File: config.mk
export PLATFORM = sky130hd
export DESIGN_NAME = utf16_decoder_top_flat
export DESIGN_NICKNAME = d
export VERILOG_FILES = /design/src/hdl/u16d_pkg.sv /design/src/hdl/u16d_if.sv /design/src/hdl/u16d_front.sv /design/src/hdl/u16d_fifo.sv /design/src/hdl/u16d_back.sv /design/src/hdl/utf16_decoder_top.sv /design/src/flat_wrapper.sv
export SDC_FILE = /design/constraint.sdc
export NUM_CORES = 1
export LEC_CHECK = 0
export ABC_AREA = 1
export BUFFER_PORTS_ARGS = -buffer_cell sky130_fd_sc_hd__buf_2
export CELL_PAD_IN_SITES_DETAIL_PLACEMENT = 0
export CELL_PAD_IN_SITES_GLOBAL_PLACEMENT = 1
export CORE_MARGIN = 2
export CORE_UTILIZATION = 45
export DETAILED_ROUTE_END_ITERATION = 7
export PLACE_DENSITY_LB_ADDON = 0.15
export SYNTH_ARGS = -nofsm -noshare
export SYNTH_HDL_FRONTEND = slang
export SYNTH_SLANG_ARGS = --single-unit
File: constraint.sdc
create_clock -name clk -period 3.51 [get_ports clk]
set_input_delay 1.053 -clock clk [delete_from_list [all_inputs] [get_ports clk]]
set_output_delay 1.053 -clock clk [all_outputs]
set_load 0.03 [all_outputs]
File: src/hdl/u16d_pkg.sv
// Shared types and constants of the UTF-16 decoder.
package u16d_pkg;

  localparam int unsigned UNIT_W        = 16;
  localparam int unsigned CP_W          = 21;
  localparam int unsigned HALF_W        = 10;
  localparam int unsigned QUEUE_DEPTH   = 4;

  localparam logic [CP_W-1:0]   CP_REPLACEMENT = 21'h00FFFD;
  localparam logic [CP_W-1:0]   CP_SUPP_BASE   = 21'h010000;

  // Surrogate ranges, compared on the top six bits of a unit
  localparam logic [5:0] TAG_HIGH = 6'b110110;
  localparam logic [5:0] TAG_LOW  = 6'b110111;

  // One queued operation: an optional leading replacement, then the main result
  typedef struct packed {
    logic            lead_rep;    // emit U+FFFD for a dropped high surrogate first
    logic [CP_W-1:0] code_point;  // main result
    logic            replaced;    // main result is a replacement
    logic            string_end;  // item closes the string
  } op_t;

  localparam int unsigned OP_W = $bits(op_t);

endpackage

File: src/hdl/u16d_if.sv
// Valid/ready channel interfaces for code units and decoded code points.
interface utf16_in_if;
  logic                          valid;
  logic                          ready;
  logic [u16d_pkg::UNIT_W-1:0]   code_unit;
  logic                          string_end;

  modport source (output valid, output code_unit, output string_end, input ready);
  modport sink   (input valid, input code_unit, input string_end, output ready);
endinterface

interface utf16_out_if;
  logic                          valid;
  logic                          ready;
  logic [u16d_pkg::CP_W-1:0]     code_point;
  logic                          replaced;
  logic                          run_last;
  logic                          string_last;

  modport source (output valid, output code_point, output replaced, output run_last,
                  output string_last, input ready);
  modport sink   (input valid, input code_point, input replaced, input run_last,
                  input string_last, output ready);
endinterface

File: src/hdl/u16d_front.sv
// Front end: accepts code units, tracks the pending high surrogate, queues operations.
module u16d_front (
  input  logic                        clk,
  input  logic                        rst_n,
  input  logic                        in_valid,
  output logic                        in_ready,
  input  logic [u16d_pkg::UNIT_W-1:0] in_code_unit,
  input  logic                        in_string_end,
  input  logic                        q_full,
  output logic                        q_push,
  output u16d_pkg::op_t               q_op
);

  logic                          pend_r, pend_nxt;
  logic [u16d_pkg::HALF_W-1:0]   hbits_r, hbits_nxt;
  logic                          accept;
  logic                          is_high, is_low;
  logic                          main_vld;
  logic [u16d_pkg::CP_W-1:0]     main_cp;
  logic                          main_rep;
  logic [u16d_pkg::CP_W-1:0]     pair_cp;

  assign in_ready = !q_full;
  assign accept   = in_valid && in_ready;
  assign is_high  = (in_code_unit[15:10] == u16d_pkg::TAG_HIGH);
  assign is_low   = (in_code_unit[15:10] == u16d_pkg::TAG_LOW);
  assign pair_cp  = u16d_pkg::CP_SUPP_BASE +
                    {1'b0, hbits_r, in_code_unit[u16d_pkg::HALF_W-1:0]};

  // Classify the unit against the held surrogate
  always_comb begin
    pend_nxt  = pend_r;
    hbits_nxt = hbits_r;
    q_push    = 1'b0;
    q_op      = '0;
    main_vld  = 1'b1;
    main_cp   = {5'd0, in_code_unit};
    main_rep  = 1'b0;
    if (pend_r && is_low) begin
      main_cp  = pair_cp;
    end else if (is_high) begin
      main_cp  = u16d_pkg::CP_REPLACEMENT;
      main_rep = 1'b1;
      main_vld = in_string_end;
    end else if (is_low) begin
      main_cp  = u16d_pkg::CP_REPLACEMENT;
      main_rep = 1'b1;
    end
    q_op.string_end = in_string_end;
    if (pend_r && is_low) begin
      q_op.code_point = main_cp;
    end else if (main_vld) begin
      q_op.lead_rep   = pend_r;
      q_op.code_point = main_cp;
      q_op.replaced   = main_rep;
    end else begin
      // buffered high surrogate; an older one only yields its replacement
      q_op.code_point = u16d_pkg::CP_REPLACEMENT;
      q_op.replaced   = 1'b1;
    end
    if (accept) begin
      q_push    = main_vld || pend_r;
      pend_nxt  = is_high && !in_string_end && !(pend_r && is_low);
      hbits_nxt = pend_nxt ? in_code_unit[u16d_pkg::HALF_W-1:0] : '0;
    end
  end

  // Surrogate state
  always_ff @(posedge clk) begin
    if (!rst_n) begin
      pend_r  <= 1'b0;
      hbits_r <= '0;
    end else begin
      pend_r  <= pend_nxt;
      hbits_r <= hbits_nxt;
    end
  end

endmodule

File: src/hdl/u16d_fifo.sv
// Small register queue between front and back end.
module u16d_fifo #(
  parameter int unsigned DEPTH = u16d_pkg::QUEUE_DEPTH
) (
  input  logic          clk,
  input  logic          rst_n,
  input  logic          push,
  input  u16d_pkg::op_t push_op,
  input  logic          pop,
  output logic          full,
  output logic          empty,
  output u16d_pkg::op_t head
);

  localparam int unsigned AW = (DEPTH > 1) ? $clog2(DEPTH) : 1;
  localparam int unsigned CW = $clog2(DEPTH + 1);

  u16d_pkg::op_t     mem_r [DEPTH];
  logic [AW-1:0]     wptr_r, rptr_r;
  logic [CW-1:0]     cnt_r;
  logic              do_push, do_pop;

  assign full    = (cnt_r == CW'(DEPTH));
  assign empty   = (cnt_r == '0);
  assign do_push = push && !full;
  assign do_pop  = pop && !empty;
  assign head    = mem_r[rptr_r];

  // Entry storage
  always_ff @(posedge clk) begin
    if (do_push) begin
      mem_r[wptr_r] <= push_op;
    end
  end

  // Pointers and fill count
  always_ff @(posedge clk) begin
    if (!rst_n) begin
      wptr_r <= '0;
      rptr_r <= '0;
      cnt_r  <= '0;
    end else begin
      if (do_push) begin
        wptr_r <= (wptr_r == AW'(DEPTH - 1)) ? '0 : wptr_r + 1'b1;
      end
      if (do_pop) begin
        rptr_r <= (rptr_r == AW'(DEPTH - 1)) ? '0 : rptr_r + 1'b1;
      end
      if (do_push && !do_pop) begin
        cnt_r <= cnt_r + 1'b1;
      end else if (do_pop && !do_push) begin
        cnt_r <= cnt_r - 1'b1;
      end
    end
  end

endmodule

File: src/hdl/u16d_back.sv
// Back end: expands queued operations into results through an output register.
module u16d_back (
  input  logic                      clk,
  input  logic                      rst_n,
  input  logic                      q_empty,
  input  u16d_pkg::op_t             q_head,
  output logic                      q_pop,
  output logic                      out_valid,
  input  logic                      out_ready,
  output logic [u16d_pkg::CP_W-1:0] out_code_point,
  output logic                      out_replaced,
  output logic                      out_run_last,
  output logic                      out_string_last
);

  logic                      vld_r;
  logic                      lead_done_r;
  logic [u16d_pkg::CP_W-1:0] cp_r;
  logic                      rep_r, run_r, str_r;
  logic                      load;
  logic                      lead;

  assign load  = (!vld_r || out_ready) && !q_empty;
  assign lead  = q_head.lead_rep && !lead_done_r;
  assign q_pop = load && !lead;

  // Output register control
  always_ff @(posedge clk) begin
    if (!rst_n) begin
      vld_r       <= 1'b0;
      lead_done_r <= 1'b0;
    end else begin
      if (load) begin
        vld_r       <= 1'b1;
        lead_done_r <= lead;
      end else if (out_ready) begin
        vld_r <= 1'b0;
      end
    end
  end

  // Result payload: leading replacement first, then the main result
  always_ff @(posedge clk) begin
    if (load) begin
      if (lead) begin
        cp_r  <= u16d_pkg::CP_REPLACEMENT;
        rep_r <= 1'b1;
        run_r <= 1'b0;
        str_r <= 1'b0;
      end else begin
        cp_r  <= q_head.code_point;
        rep_r <= q_head.replaced;
        run_r <= 1'b1;
        str_r <= q_head.string_end;
      end
    end
  end

  assign out_valid       = vld_r;
  assign out_code_point  = cp_r;
  assign out_replaced    = rep_r;
  assign out_run_last    = run_r;
  assign out_string_last = str_r;

endmodule

File: src/hdl/utf16_decoder_top.sv
// Top level of the streaming UTF-16 to code point decoder.
// Takes one UTF-16 code unit per cycle while in_ready is high and delivers
// decoded code points, one result per cycle while the sink is ready. A
// surrogate pair yields one result for two units, a buffered high surrogate
// yields none for its unit, and a high surrogate that is dropped in front of
// another unit yields an extra U+FFFD, so that unit yields two results. The
// front end classifies units in the accepting cycle into queued operations,
// which the back end expands into the output register that drives out_valid.
// QUEUE_DEPTH (at least 2) sets how much stall on the output side the input
// side absorbs before in_ready drops.
module utf16_decoder_top #(
  parameter int unsigned QUEUE_DEPTH = u16d_pkg::QUEUE_DEPTH
) (
  input  logic       clk,
  input  logic       rst_n,
  utf16_in_if.sink   in_ch,
  utf16_out_if.source out_ch
);

  logic          q_push, q_pop, q_full, q_empty;
  u16d_pkg::op_t q_op, q_head;

  // Classification and surrogate tracking
  u16d_front u_front (
    .clk           (clk),
    .rst_n         (rst_n),
    .in_valid      (in_ch.valid),
    .in_ready      (in_ch.ready),
    .in_code_unit  (in_ch.code_unit),
    .in_string_end (in_ch.string_end),
    .q_full        (q_full),
    .q_push        (q_push),
    .q_op          (q_op)
  );

  // Operation queue
  u16d_fifo #(
    .DEPTH (QUEUE_DEPTH)
  ) u_fifo (
    .clk     (clk),
    .rst_n   (rst_n),
    .push    (q_push),
    .push_op (q_op),
    .pop     (q_pop),
    .full    (q_full),
    .empty   (q_empty),
    .head    (q_head)
  );

  // Result generation
  u16d_back u_back (
    .clk             (clk),
    .rst_n           (rst_n),
    .q_empty         (q_empty),
    .q_head          (q_head),
    .q_pop           (q_pop),
    .out_valid       (out_ch.valid),
    .out_ready       (out_ch.ready),
    .out_code_point  (out_ch.code_point),
    .out_replaced    (out_ch.replaced),
    .out_run_last    (out_ch.run_last),
    .out_string_last (out_ch.string_last)
  );

endmodule
File: src/flat_wrapper.sv
// flat-port wrapper written by rule: the top's interface ports become plain ports
module utf16_decoder_top_flat 
#(
  parameter int unsigned QUEUE_DEPTH = u16d_pkg::QUEUE_DEPTH
)
  (clk, rst_n, in_ch_valid, in_ch_code_unit, in_ch_string_end, in_ch_ready, out_ch_valid, out_ch_code_point, out_ch_replaced, out_ch_run_last, out_ch_string_last, out_ch_ready);
  utf16_in_if in_ch_i ();
  utf16_out_if out_ch_i ();
  input  logic clk;
  input  logic rst_n;
  input wire logic [$bits(in_ch_i.valid)-1:0] in_ch_valid;
  input wire logic [$bits(in_ch_i.code_unit)-1:0] in_ch_code_unit;
  input wire logic [$bits(in_ch_i.string_end)-1:0] in_ch_string_end;
  output wire logic [$bits(in_ch_i.ready)-1:0] in_ch_ready;
  output wire logic [$bits(out_ch_i.valid)-1:0] out_ch_valid;
  output wire logic [$bits(out_ch_i.code_point)-1:0] out_ch_code_point;
  output wire logic [$bits(out_ch_i.replaced)-1:0] out_ch_replaced;
  output wire logic [$bits(out_ch_i.run_last)-1:0] out_ch_run_last;
  output wire logic [$bits(out_ch_i.string_last)-1:0] out_ch_string_last;
  input wire logic [$bits(out_ch_i.ready)-1:0] out_ch_ready;
  assign in_ch_i.valid = in_ch_valid;
  assign in_ch_i.code_unit = in_ch_code_unit;
  assign in_ch_i.string_end = in_ch_string_end;
  assign in_ch_ready = in_ch_i.ready;
  assign out_ch_valid = out_ch_i.valid;
  assign out_ch_code_point = out_ch_i.code_point;
  assign out_ch_replaced = out_ch_i.replaced;
  assign out_ch_run_last = out_ch_i.run_last;
  assign out_ch_string_last = out_ch_i.string_last;
  assign out_ch_i.ready = out_ch_ready;
  utf16_decoder_top #(.QUEUE_DEPTH(QUEUE_DEPTH)) u_core (.clk(clk), .rst_n(rst_n), .in_ch(in_ch_i), .out_ch(out_ch_i));
endmodule
Word level (Yosys, flattened, before mapping)
Memory sizes are Yosys's and may differ from the RTL's. A register that Yosys moved wholly into a read port is not among the register bits.
Index checks and enable logic that the tools add are counted.
{"block": "totals", "memories": 1, "ramBits": 96, "latchBits": 0, "mem_bits_ro": 0, "elab_cells": 72, "output_inout_bits": 26, "inputBits": 21, "regBits": 44}
{"memory": "u_core.u_fifo.mem_r", "words": 4, "word_bits": 24, "read_ports": 1, "rd_ports_with_merged_regs": 1, "write_ports": 1, "line_no": "u16d_fifo.sv:18", "text": "u16d_pkg::op_t mem_r [DEPTH];"}
{"block": "classes", "div_mod_pow": 0, "mux": 25, "shift": 0, "reduce_logical": 25, "add_sub_neg": 5, "order_cmp": 0, "n_eq_ne": 5, "mul": 0, "bitwise_logic": 0}
{"operator": "2-to-1 mux 21 bit", "count": 2}
{"operator": "2-to-1 mux 16 bit", "count": 2}
{"operator": "2-to-1 mux 22 bit", "count": 1}
{"operator": "adder 17 x 20 -> 21 bit, first input constant", "count": 1}
{"operator": "2-to-1 mux 1 bit", "count": 13}
{"operator": "== test 6 bit, second input constant", "count": 2}
{"operator": "logical AND 1 bit", "count": 11}
{"operator": "2-to-1 mux 10 bit", "count": 1}
{"operator": "logical NOT 1 bit", "count": 9}
{"operator": "2-to-1 mux 2 bit", "count": 4}
{"operator": "2-to-1 mux 3 bit", "count": 2}
{"operator": "adder 2 x 1 -> 2 bit, second input constant", "count": 2}
{"operator": "== test 2 bit, second input constant", "count": 2}
{"operator": "nonzero test 2 bit", "count": 2}
{"operator": "adder 3 x 1 -> 3 bit, second input constant", "count": 1}
{"operator": "== test 3 bit, second input constant", "count": 1}
{"operator": "logical NOT 3 bit", "count": 1}
{"operator": "subtractor 3 x 1 -> 3 bit, second input constant", "count": 1}
{"operator": "logical OR 1 bit", "count": 2}

Longest topological paths before layout
Gate-level depths: netlist of run 1.
{"block": "depth", "ltp_word": 10, "mapped_depth": 14, "depth_no_buf": 13}

By module
From an unflattened synthesis of run 1, not the netlist that was laid out.
{"block": "unflattened", "cells_unflattened": 483, "area_unflattened_um2": 5973.2}
{"mod": "u16d_fifo", "area_each_um2": 4226.6, "seq_area_each_um2": 3062.9, "cells_per_inst": 304, "instances": 1}
{"mod": "u16d_back", "area_each_um2": 1004.7, "seq_area_each_um2": 760.7, "cells_per_inst": 72, "instances": 1}
{"mod": "u16d_front", "area_each_um2": 742.0, "seq_area_each_um2": 220.2, "cells_per_inst": 107, "instances": 1}

Least setup slack after synthesis of run 1
No wires, ideal clock.
{"block": "synth_path", "path_type": "input -> register", "start": "in out_ch_ready", "end": "reg u_core.u_fifo.cnt_r[1]", "path_buffers": 0, "setup_time_ps": 120, "cell_stages": 8, "arrival_time_ps": 3054, "path_slack_ps": 336, "required_ps": 3390, "cell_sequence": "nor2_1 > a31oi_2 > nand2_1 > ha_1 > inv_1 > fa_1 > o21ai_0 > a21oi_1"}
{"block": "synth_between", "elab_chain_len": 7, "word_cells_on_any_way": 9, "classes_between": "mux: 1; reduce/logical: 8"}
{"element": "start: declaration", "line_no": "flat_wrapper.sv:20", "text": "input wire logic [$bits(out_ch_i.ready)-1:0] out_ch_ready;"}
{"element": "logical OR 1 bit *", "line_no": "u16d_back.sv:23", "text": "assign load = (!vld_r || out_ready) && !q_empty;"}
{"element": "logical AND 1 bit *", "line_no": "u16d_back.sv:23"}
{"element": "via u_core.u_back.load", "line_no": "u16d_back.sv:20", "text": "logic load;"}
{"element": "logical AND 1 bit *", "line_no": "u16d_back.sv:25", "text": "assign q_pop = load && !lead;"}
{"element": "logical AND 1 bit *", "line_no": "u16d_fifo.sv:26", "text": "assign do_pop = pop && !empty;"}
{"element": "logical NOT 1 bit", "line_no": "u16d_fifo.sv:49", "text": "if (do_push && !do_pop) begin"}
{"element": "logical AND 1 bit", "line_no": "u16d_fifo.sv:49"}
{"element": "2-to-1 mux 3 bit / nonzero test 2 bit (equally long branches)"}
{"element": "end signal: assignment", "line_no": "u16d_fifo.sv:50", "text": "cnt_r <= cnt_r + 1'b1;"}
{"element": "end signal: assignment", "line_no": "u16d_fifo.sv:52", "text": "cnt_r <= cnt_r - 1'b1;"}
{"element": "end: declaration", "line_no": "u16d_fifo.sv:20", "text": "logic [CW-1:0] cnt_r;"}
Mark *: on every way through the listed nets, which the timed path passes. The rest lies on a longest branch.
A chain may end at the register's enable or synchronous reset.

Worst setup path after layout of run 1
{"block": "layout_path", "start": "in in_ch_code_unit[13]", "end": "reg u_core.u_fifo.cnt_r[1]"}
{"block": "layout_between", "elab_chain_len": 9, "word_cells_on_any_way": 13, "classes_between": "eq/ne: 2; mux: 4; reduce/logical: 7"}
{"element": "start: declaration", "line_no": "flat_wrapper.sv:12", "text": "input wire logic [$bits(in_ch_i.code_unit)-1:0] in_ch_code_unit;"}
{"element": "== test 6 bit (on tied branches)", "line_no": "u16d_front.sv:25, u16d_front.sv:26"}
{"element": "2-to-1 mux 1 bit / logical AND 1 bit (equally long branches)", "line_no": "u16d_front.sv:41, u16d_front.sv:39"}
{"element": "2-to-1 mux 1 bit *", "line_no": "u16d_front.sv:39", "text": "if (pend_r && is_low) begin"}
{"element": "logical OR 1 bit *", "line_no": "u16d_front.sv:62", "text": "q_push = main_vld || pend_r;"}
{"element": "2-to-1 mux 1 bit *", "line_no": "u16d_front.sv:61", "text": "if (accept) begin"}
{"element": "logical AND 1 bit *", "line_no": "u16d_fifo.sv:25", "text": "assign do_push = push && !full;"}
{"element": "via u_core.u_fifo.do_push", "line_no": "u16d_fifo.sv:21", "text": "logic do_push, do_pop;"}
{"element": "logical NOT 1 bit", "line_no": "u16d_fifo.sv:51", "text": "end else if (do_pop && !do_push) begin"}
{"element": "logical AND 1 bit", "line_no": "u16d_fifo.sv:51"}
{"element": "nonzero test 2 bit (no source line)"}
Marked as above.

==> run summary, run 1 <==
FLOORPLAN
---------------------------------------------------------------------------
Die Height ...................................................  118 microns
Starting utilization of the core area ........................        46.1%
Number of placement rows .....................................           41
Area of the die ..............................................  13900 sq um
CORE AREA ....................................................  12600 sq um
Chip Width ...................................................  118 microns
Total I/O pin count ..........................................           47

DRT
---------------------------------------------------------------------------
Total Wirelength .............................................      11.8 mm
Vias per cell ................................................         5.05
Count of TritonRoute iterations in the first routing pass ....            5
DRC Markers ..................................................            0
Vias .........................................................         3535
Routed WL per cell ........................................... 16.8 microns
Number of DRC markers in iteration 0 .........................          352
Count of antenna-violating nets left after detailed routing ..            0

CLOCK TREE
---------------------------------------------------------------------------
Clock insertion delay at the later pin of the skew report ....      0.42 ns
Post-CTS setup-driven buffer insertion count .................            0
CTS tree .....................................................         done
Root Buffer Master ...........................................    clkbuf_16
Number of hold buffers added after CTS .......................            0
Maximum count of clock buffers along a single path ...........            2
Number of buffers added by the clock tree synthesis step .....           17
Clock sink count .............................................          142
Maximum level of the CTS H-tree ..............................            4
Post-CTS Resized .............................................            0
CTS clk-pin slew, worst paths ................................      0.06 ns

GRT
---------------------------------------------------------------------------
Met1 capacity usage during global routing ....................        23.6%
First-pass GRT wire length ...................................      18.9 mm
Most Used Layer, Global Route ................................         met2
Vias in the first global route ...............................         3543
Met2 track demand over resource in global routing ............        30.3%
Maximum number of pins on one net before global-route repair .           45
Met3 Resource Use GR .........................................        4.26%
Overflow left after global routing ...........................            0
Initial antenna violation count ..............................            0
GRT Total Usage ..............................................        18.4%

TIMING
---------------------------------------------------------------------------
Fraction of the cycle the final worst path needs .............        73.2%
Final hold violations ........................................            0
Worst clock skew .............................................   0.00826 ns
Remaining max-slew budget at the tightest pin ................        59.7%
Summed negative setup slack over all endpoints ...............         0 ns
Hold Slack ...................................................     0.478 ns
Total count of max-transition violations in the final report .            0
Final setup fails ............................................            0
Unrepaired setup endpoints after global routing ..............        false
Minimum clock period .........................................      2.57 ns
Maximum frequency from static timing analysis ................    0.389 GHz
Worst-margin pin slew ........................................     0.597 ns

LAYOUT
---------------------------------------------------------------------------
FF/Latch Area ................................................   4040 sq um
Count of fill cells added during filler insertion ............         1120
Area Overhead vs Synth .......................................        15.7%
Share of post-route cells with drive strength above 1 ........        23.7%
Final design utilization .....................................        53.4%
Nets .........................................................          545
Footprint of the multi-input gates ...........................   1500 sq um
Antenna cells ................................................            0

CRITICAL PATH
---------------------------------------------------------------------------
Capture point of the critical path ........................... u_core.u_fifo.cnt_r[1]$_SDFFE_PN0P_
Max FO, Critical Path ........................................            5
CP Class ..................................................... input port to register
Worst reg-to-reg setup slack .................................      1.07 ns
Worst Setup End Kind .........................................     register
CP Launch Point .............................................. in_ch_code_unit[13]
Critical Path Start Type .....................................   input port
RR Endpoint .................................................. u_core.u_fifo.cnt_r[2]$_SDFFE_PN0P_
Data arrival, critical path ..................................      2.87 ns
Worst r2r path cells .........................................           13
Required arrival time at the worst endpoint ..................      3.81 ns
Reg2reg start ................................................ u_core.u_fifo.cnt_r[0]$_SDFFE_PN0P_

POWER AND IR DROP
---------------------------------------------------------------------------
Net switching fraction of the power ..........................        34.5%
Internal power component .....................................      3.68 mW
Power share of the clock group ...............................        28.0%
Leak .........................................................      2.44 nW
Sequential share of power ....................................        42.2%
Worst IR Drop VDD ............................................       362 uV
Proportion of power drawn by combinational gates .............        29.8%
Power Density ................................................  834 nW/um^2
Net switching power ..........................................      1.94 mW

YOSYS
---------------------------------------------------------------------------
Warnings, synthesis ..........................................            0
Average footprint of a synthesized cell ......................   12.6 sq um
Post-synthesis sequential area ratio .........................        69.5%
Syn Nets .....................................................          491
Most used flip-flop cell after synthesis .....................     edfxtp_1
Number of distinct library cells after synthesis .............           36
Async set or reset register ratio after synthesis ............           0%
Gate count after technology mapping ..........................          462
Syn Std Cell Area ............................................   5820 sq um
Number of flops mapped to enable cells by yosys ..............          120
Number of storage elements in the synthesis netlist ..........          142

PLACEMENT
---------------------------------------------------------------------------
Dpl hpwl .....................................................      6.95 mm
Routability-driven placement congestion ratio ................        0.750
Port Buffer Count ............................................           46

HOLD PATH
---------------------------------------------------------------------------
Path class of the lowest-slack min-delay path ................ register to register

RUN
---------------------------------------------------------------------------
Max-cap check violation count ................................            0

STATUS
---------------------------------------------------------------------------
Status ....................................................... complete, no violations

## per-layer routing
metal	vias up	routed length (microns)
li1	1739	-
met1	1713	5290
met2	72	5930
met3	11	411
met4	0	163
met5	-	0
## area by class of cell
type / instances / share of cell area [%]
Clock buffer: 20 / 6.48
Inverter: 38 / 2.12
Tap cell: 172 / 3.20
Multi-Input combinational cell: 259 / 22.3
Sequential cell: 142 / 60.1
Clock inverter: 11 / 1.13
Timing Repair Buffer: 58 / 4.76
## power by group through the flow
| stage | registers, mW | clock network, mW | logic, mW |
|---|---|---|---|
| after global routing | 2.40 | 1.66 | 1.85 |
| final | 2.37 | 1.57 | 1.67 |
| after detailed placement | 2.41 | 0 | 1.70 |
| after floorplan | 2.70 | 0 | 0.921 |
| after global placement | 2.40 | 0 | 1.67 |
| after CTS | 2.37 | 1.60 | 1.71 |
## through the flow
step           std cells  area [sq um]  power [mW]  worst slack (ns)
2_1_floorplan        462          5820        3.62             0.336
3_3_place_gp         669          6220        4.07             0.558
3_5_place_dp         669          6220        4.11             0.480
4_1_cts              700          6730        5.69             0.925
5_1_grt              700          6730        5.92             0.704
6_report             700          6730        5.62             0.941
## cell usage after synthesis (2+ instances only)
cell type  instances  area [sq um]
inv_2              5          18.8
buf_2              8          40.0
buf_4              3          22.5
clkbuf_1           7          26.3
xor2_1             2          17.5
nor2_8             2          40.0
o221ai_1          16           140
or2_2              3          18.8
ha_1               7          87.6
edfxtp_1         120          3600
nand2_1           47           176
dfxtp_1           22           440
or2_1              7          43.8
a21oi_2            9          78.8
nand3_1            9          45.0
a21oi_1           10          50.1
nand3_2            9          90.1
o21ai_0           51           255
nand2_2            5          31.3
buf_6              4          45.0
inv_1             33           124
nor2_1            62           233
o22ai_1            7          43.8
o21ai_1            2          10.0
## cells in the final DEF, fill, tap and decap left out, drive strengths merged, types with 9 or more instances in the layout
| cell | instances |
|---|---|
| o21ai | 54 |
| clkinv | 9 |
| nor2 | 66 |
| buf | 58 |
| a21oi | 19 |
| nand3 | 19 |
| dfxtp | 22 |
| o221ai | 16 |
| edfxtp | 120 |
| inv | 38 |
| clkbuf | 20 |
| nand2 | 53 |
| or2 | 10 |
## worst max-delay path, stage by stage
cell and delay, ns:
buf_2 0.09, inv_1 0.07, nand2_2 0.09, nor2_8 0.13, nand4_1 0.19, nand2_1 0.26
inv_1 0.07, ha_1 0.19, inv_1 0.09, fa_1 0.42, o21ai_0 0.16, a21oi_1 0.06
## how the worst min path moves through the flow
stage,startpoint,endpoint,slack (ns),cells after the start
2_1_floorplan,u_core.u_front.hbits_r[1]$_SDFFE_PN0N_,u_core.u_front.hbits_r[1]$_SDFFE_PN0N_,0.46,2
3_3_place_gp,u_core.u_front.hbits_r[2]$_SDFFE_PN0N_,u_core.u_front.hbits_r[2]$_SDFFE_PN0N_,0.47,2
3_5_place_dp,u_core.u_front.hbits_r[1]$_SDFFE_PN0N_,u_core.u_front.hbits_r[1]$_SDFFE_PN0N_,0.47,2
4_1_cts,u_core.u_front.hbits_r[3]$_SDFFE_PN0N_,u_core.u_front.hbits_r[3]$_SDFFE_PN0N_,0.48,2
5_1_grt,u_core.u_front.hbits_r[3]$_SDFFE_PN0N_,u_core.u_front.hbits_r[3]$_SDFFE_PN0N_,0.49,2
6_report,u_core.u_front.hbits_r[3]$_SDFFE_PN0N_,u_core.u_front.hbits_r[3]$_SDFFE_PN0N_,0.48,2
## cells by family (layout without fill, tap and decap cells)
kind of cell | Yosys count | in the layout | share of synthesized area (%)
XOR/XNOR | 2 | 2 | 0.301
AND/OR/NAND/NOR | 152 | 152 | 13.0
buffers and inverters | 61 | 127 | 5.09
adder cells (fa/ha/maj) | 8 | 8 | 1.85
AO/OA/AOI/OAI | 97 | 97 | 10.3
flip-flops | 142 | 142 | 69.5
## registers in the layout (all words and copies together) (netlist names), named ones only
| name | count |
|---|---|
| u_core.u_back.out_replaced | 1 |
| u_core.u_fifo.cnt_r | 3 |
| u_core.u_fifo.wptr_r | 2 |
| u_core.u_back.out_valid | 1 |
| u_core.u_front.pend_r | 1 |
| u_core.u_fifo.rptr_r | 2 |
| u_core.u_back.lead_done_r | 1 |
| u_core.u_back.out_run_last | 1 |
| u_core.u_front.hbits_r | 10 |
| u_core.u_back.out_code_point | 21 |
| u_core.u_back.out_string_last | 1 |
| u_core.u_fifo.mem_r | 96 |
(Power assumes the default switching activity.)
==> inputs of run 2 (changes only) <==
==> constraint.sdc (replaced) <==
create_clock -name clk -period 2.5 [get_ports clk]
set_input_delay 0.75 -clock clk [delete_from_list [all_inputs] [get_ports clk]]
set_output_delay 0.75 -clock clk [all_outputs]
set_load 0.03 [all_outputs]
==> run 2 against run 1 <==
  * Sequential power up 39%
  * Combinational power up 46%
  * Critical endpoint is now u_core.u_fifo.cnt_r[2]$_SDFFE_PN0P_
  * Critical path type is now register to register
  * Design area up 2.0%
  * Non-clock buffer count up 8
  * Worst setup slack worse by 0.44 ns
==> run summary, run 2 (synthesis results as in run 1) <==
TIMING
------------------------------------------------------------------------------
Unrepaired setup endpoints after global routing .................        false
Remaining max-slew budget at the tightest pin ...................        58.9%
Summed negative setup slack over all endpoints ..................         0 ns
Minimum clock period ............................................      2.00 ns
Fraction of the cycle the final worst path needs ................        79.9%
Total count of max-transition violations in the final report ....            0
Final hold violations ...........................................            0
Worst clock skew ................................................   0.00874 ns
Crit path setup slack, layout ...................................     0.502 ns
Hold Slack ......................................................     0.482 ns
Final setup fails ...............................................            0
Worst-margin pin slew ...........................................     0.610 ns
Maximum frequency from static timing analysis ...................    0.500 GHz

CRITICAL PATH
------------------------------------------------------------------------------
Max FO, Critical Path ...........................................            3
Gate family responsible for the most delay along the worst path .  adder cells
Critical Path Start Type ........................................     register
Worst reg-to-reg setup slack ....................................      0.50 ns
List of cells traversed by the critical path .................... inv_1 > nand3_2 > nand2_1 > inv_2 > nand2_1 > inv_1 > ha_1 > inv_1 > fa_1 > a21oi_1 > o21ai_0 > o21ai_0 > a21oi_1
Biggest cell delay along the critical path ......................      0.40 ns
Data arrival, critical path .....................................      2.30 ns
Worst Setup End Kind ............................................     register
Most common cell on crit path ...................................        inv_1
Number of buffers and inverters on the critical path ............            4
Required arrival time at the worst endpoint .....................      2.80 ns
Cell type of the slowest stage on the worst timing path .........      dfxtp_1
CP Class ........................................................ register to register

PLACEMENT
------------------------------------------------------------------------------
Routability-driven placement congestion ratio ...................        0.739
Dpl hpwl ........................................................      7.12 mm
Port Buffer Count ...............................................           46
Setup slack at placement ........................................    0.0812 ns

DRT
------------------------------------------------------------------------------
Count of antenna-violating nets left after detailed routing .....            0
Vias per cell ...................................................         5.11
Routed WL per cell .............................................. 16.6 microns
Count of TritonRoute iterations in the first routing pass .......            4
Total Wirelength ................................................      11.7 mm
Number of DRC markers in iteration 0 ............................          379
DRC Markers .....................................................            0
Vias ............................................................         3624

LAYOUT
------------------------------------------------------------------------------
Commonest non-fill, non-tap cell in the layout ..................     edfxtp_1
Number of flip-flops under the largest register name ............           96
Share of post-route cells with drive strength above 1 ...........        24.6%
Count of fill cells added during filler insertion ...............         1119
Area Overhead vs Synth ..........................................        18.1%
FF/Latch Area ...................................................   4040 sq um
Footprint of the multi-input gates ..............................   1500 sq um
Most flops, register ............................................ u_core.u_fifo.mem_r
Leading cell types in the layout, fill and taps excluded ........ edfxtp_1 (120), nor2_1 (58), o21ai_0 (51)
Nets ............................................................          553
Antenna cells ...................................................            0

RUN
------------------------------------------------------------------------------
Max-cap check violation count ...................................            0

GRT
------------------------------------------------------------------------------
First-pass GRT wire length ......................................      19.1 mm
Overflow left after global routing ..............................            0
Maximum number of pins on one net before global-route repair ....           37
GRT Total Usage .................................................        18.3%
Initial antenna violation count .................................            0
Vias in the first global route ..................................         3555

POWER AND IR DROP
------------------------------------------------------------------------------
Leak ............................................................      2.50 nW
Power Density ................................................... 1170 nW/um^2
Worst IR Drop VDD ...............................................       677 uV

HOLD PATH
------------------------------------------------------------------------------
Path class of the lowest-slack min-delay path ................... register to register

CLOCK TREE
------------------------------------------------------------------------------
Number of hold buffers added after CTS ..........................            0
CTS tree ........................................................         done
Clock insertion delay at the later pin of the skew report .......      0.41 ns
Root Buffer Master ..............................................    clkbuf_16
Post-CTS setup-driven buffer insertion count ....................            0
Post-CTS Resized ................................................            0
Maximum count of clock buffers along a single path ..............            2
CTS clk-pin slew, worst paths ...................................      0.06 ns
Clock sink count ................................................          142
Number of buffers added by the clock tree synthesis step ........           17
Maximum level of the CTS H-tree .................................            4

FLOORPLAN
------------------------------------------------------------------------------
Die Height ......................................................  118 microns
Total I/O pin count .............................................           47
Chip Width ......................................................  118 microns
Number of placement rows ........................................           41
Area of the die .................................................  13900 sq um
CORE AREA .......................................................  12600 sq um
Starting utilization of the core area ...........................        46.1%

STATUS
------------------------------------------------------------------------------
Status .......................................................... complete, no violations

run 2: cell count changes in the layout (fill, tap and decap cells not counted), sizes merged:
cell / before / now
buf: 58 / 66
bufinv: 1 / 2
clkbuf: 20 / 22
clkinv: 9 / 7
run 2: routing by layer:
metal	part of all wire, %	global-route usage [%]	vias up	routed length (microns)
met5	0	0	-	0
met4	1.6	7.00	0	188
met3	3.9	3.63	16	453
met2	48	29.8	79	5620
met1	47	24.3	1767	5480
li1	-	-	1762	-
run 2: layout make-up:
type,instances,area share (%)
multi-input combinational,259,21.8
timing repair buffer,66,6.26
inverter,38,2.08
tap,172,3.13
sequential,142,58.8
clock buffer,22,6.46
clock inverter,10,1.40
run 2: worst reg2reg max path: stages (launching register included):
cell,delay (ns)
dfxtp_1,0.40
inv_1,0.12
nand3_2,0.08
nand2_1,0.08
inv_2,0.06
nand2_1,0.06
inv_1,0.07
ha_1,0.13
inv_1,0.06
fa_1,0.38
a21oi_1,0.14
o21ai_0,0.10
o21ai_0,0.16
a21oi_1,0.05
run 2: path summary, 6_finish.rpt:
kind	from	end	depth (start not counted)
max	u_core.u_fifo.cnt_r[0]$_SDFFE_PN0P_	u_core.u_fifo.cnt_r[2]$_SDFFE_PN0P_	13
min	u_core.u_front.hbits_r[2]$_SDFFE_PN0N_	u_core.u_front.hbits_r[2]$_SDFFE_PN0N_	2
max reg2reg	u_core.u_fifo.cnt_r[0]$_SDFFE_PN0P_	u_core.u_fifo.cnt_r[2]$_SDFFE_PN0P_	13
min reg2reg	u_core.u_front.hbits_r[2]$_SDFFE_PN0N_	u_core.u_front.hbits_r[2]$_SDFFE_PN0N_	2
run 2: through the flow:
step                util (%)  power, mW  cell area (sq um)  cells
floorplan                  -       5.09               5830    462
global placement        50.2       5.77               6330    677
detailed placement      50.2       5.83               6330    677
CTS                     54.5       8.13               6870    709
global route            54.5       8.48               6870    709
finish                  54.5       8.03               6870    709
run 2: report_power, final:
part	leakage, nW	internal, mW	switching [mW]	total, mW
clock	0.259	1.44	0.856	2.30
sequential	1.25	3.18	0.121	3.30
combinational	0.984	0.703	1.73	2.43
total	2.50	5.33	2.71	8.03
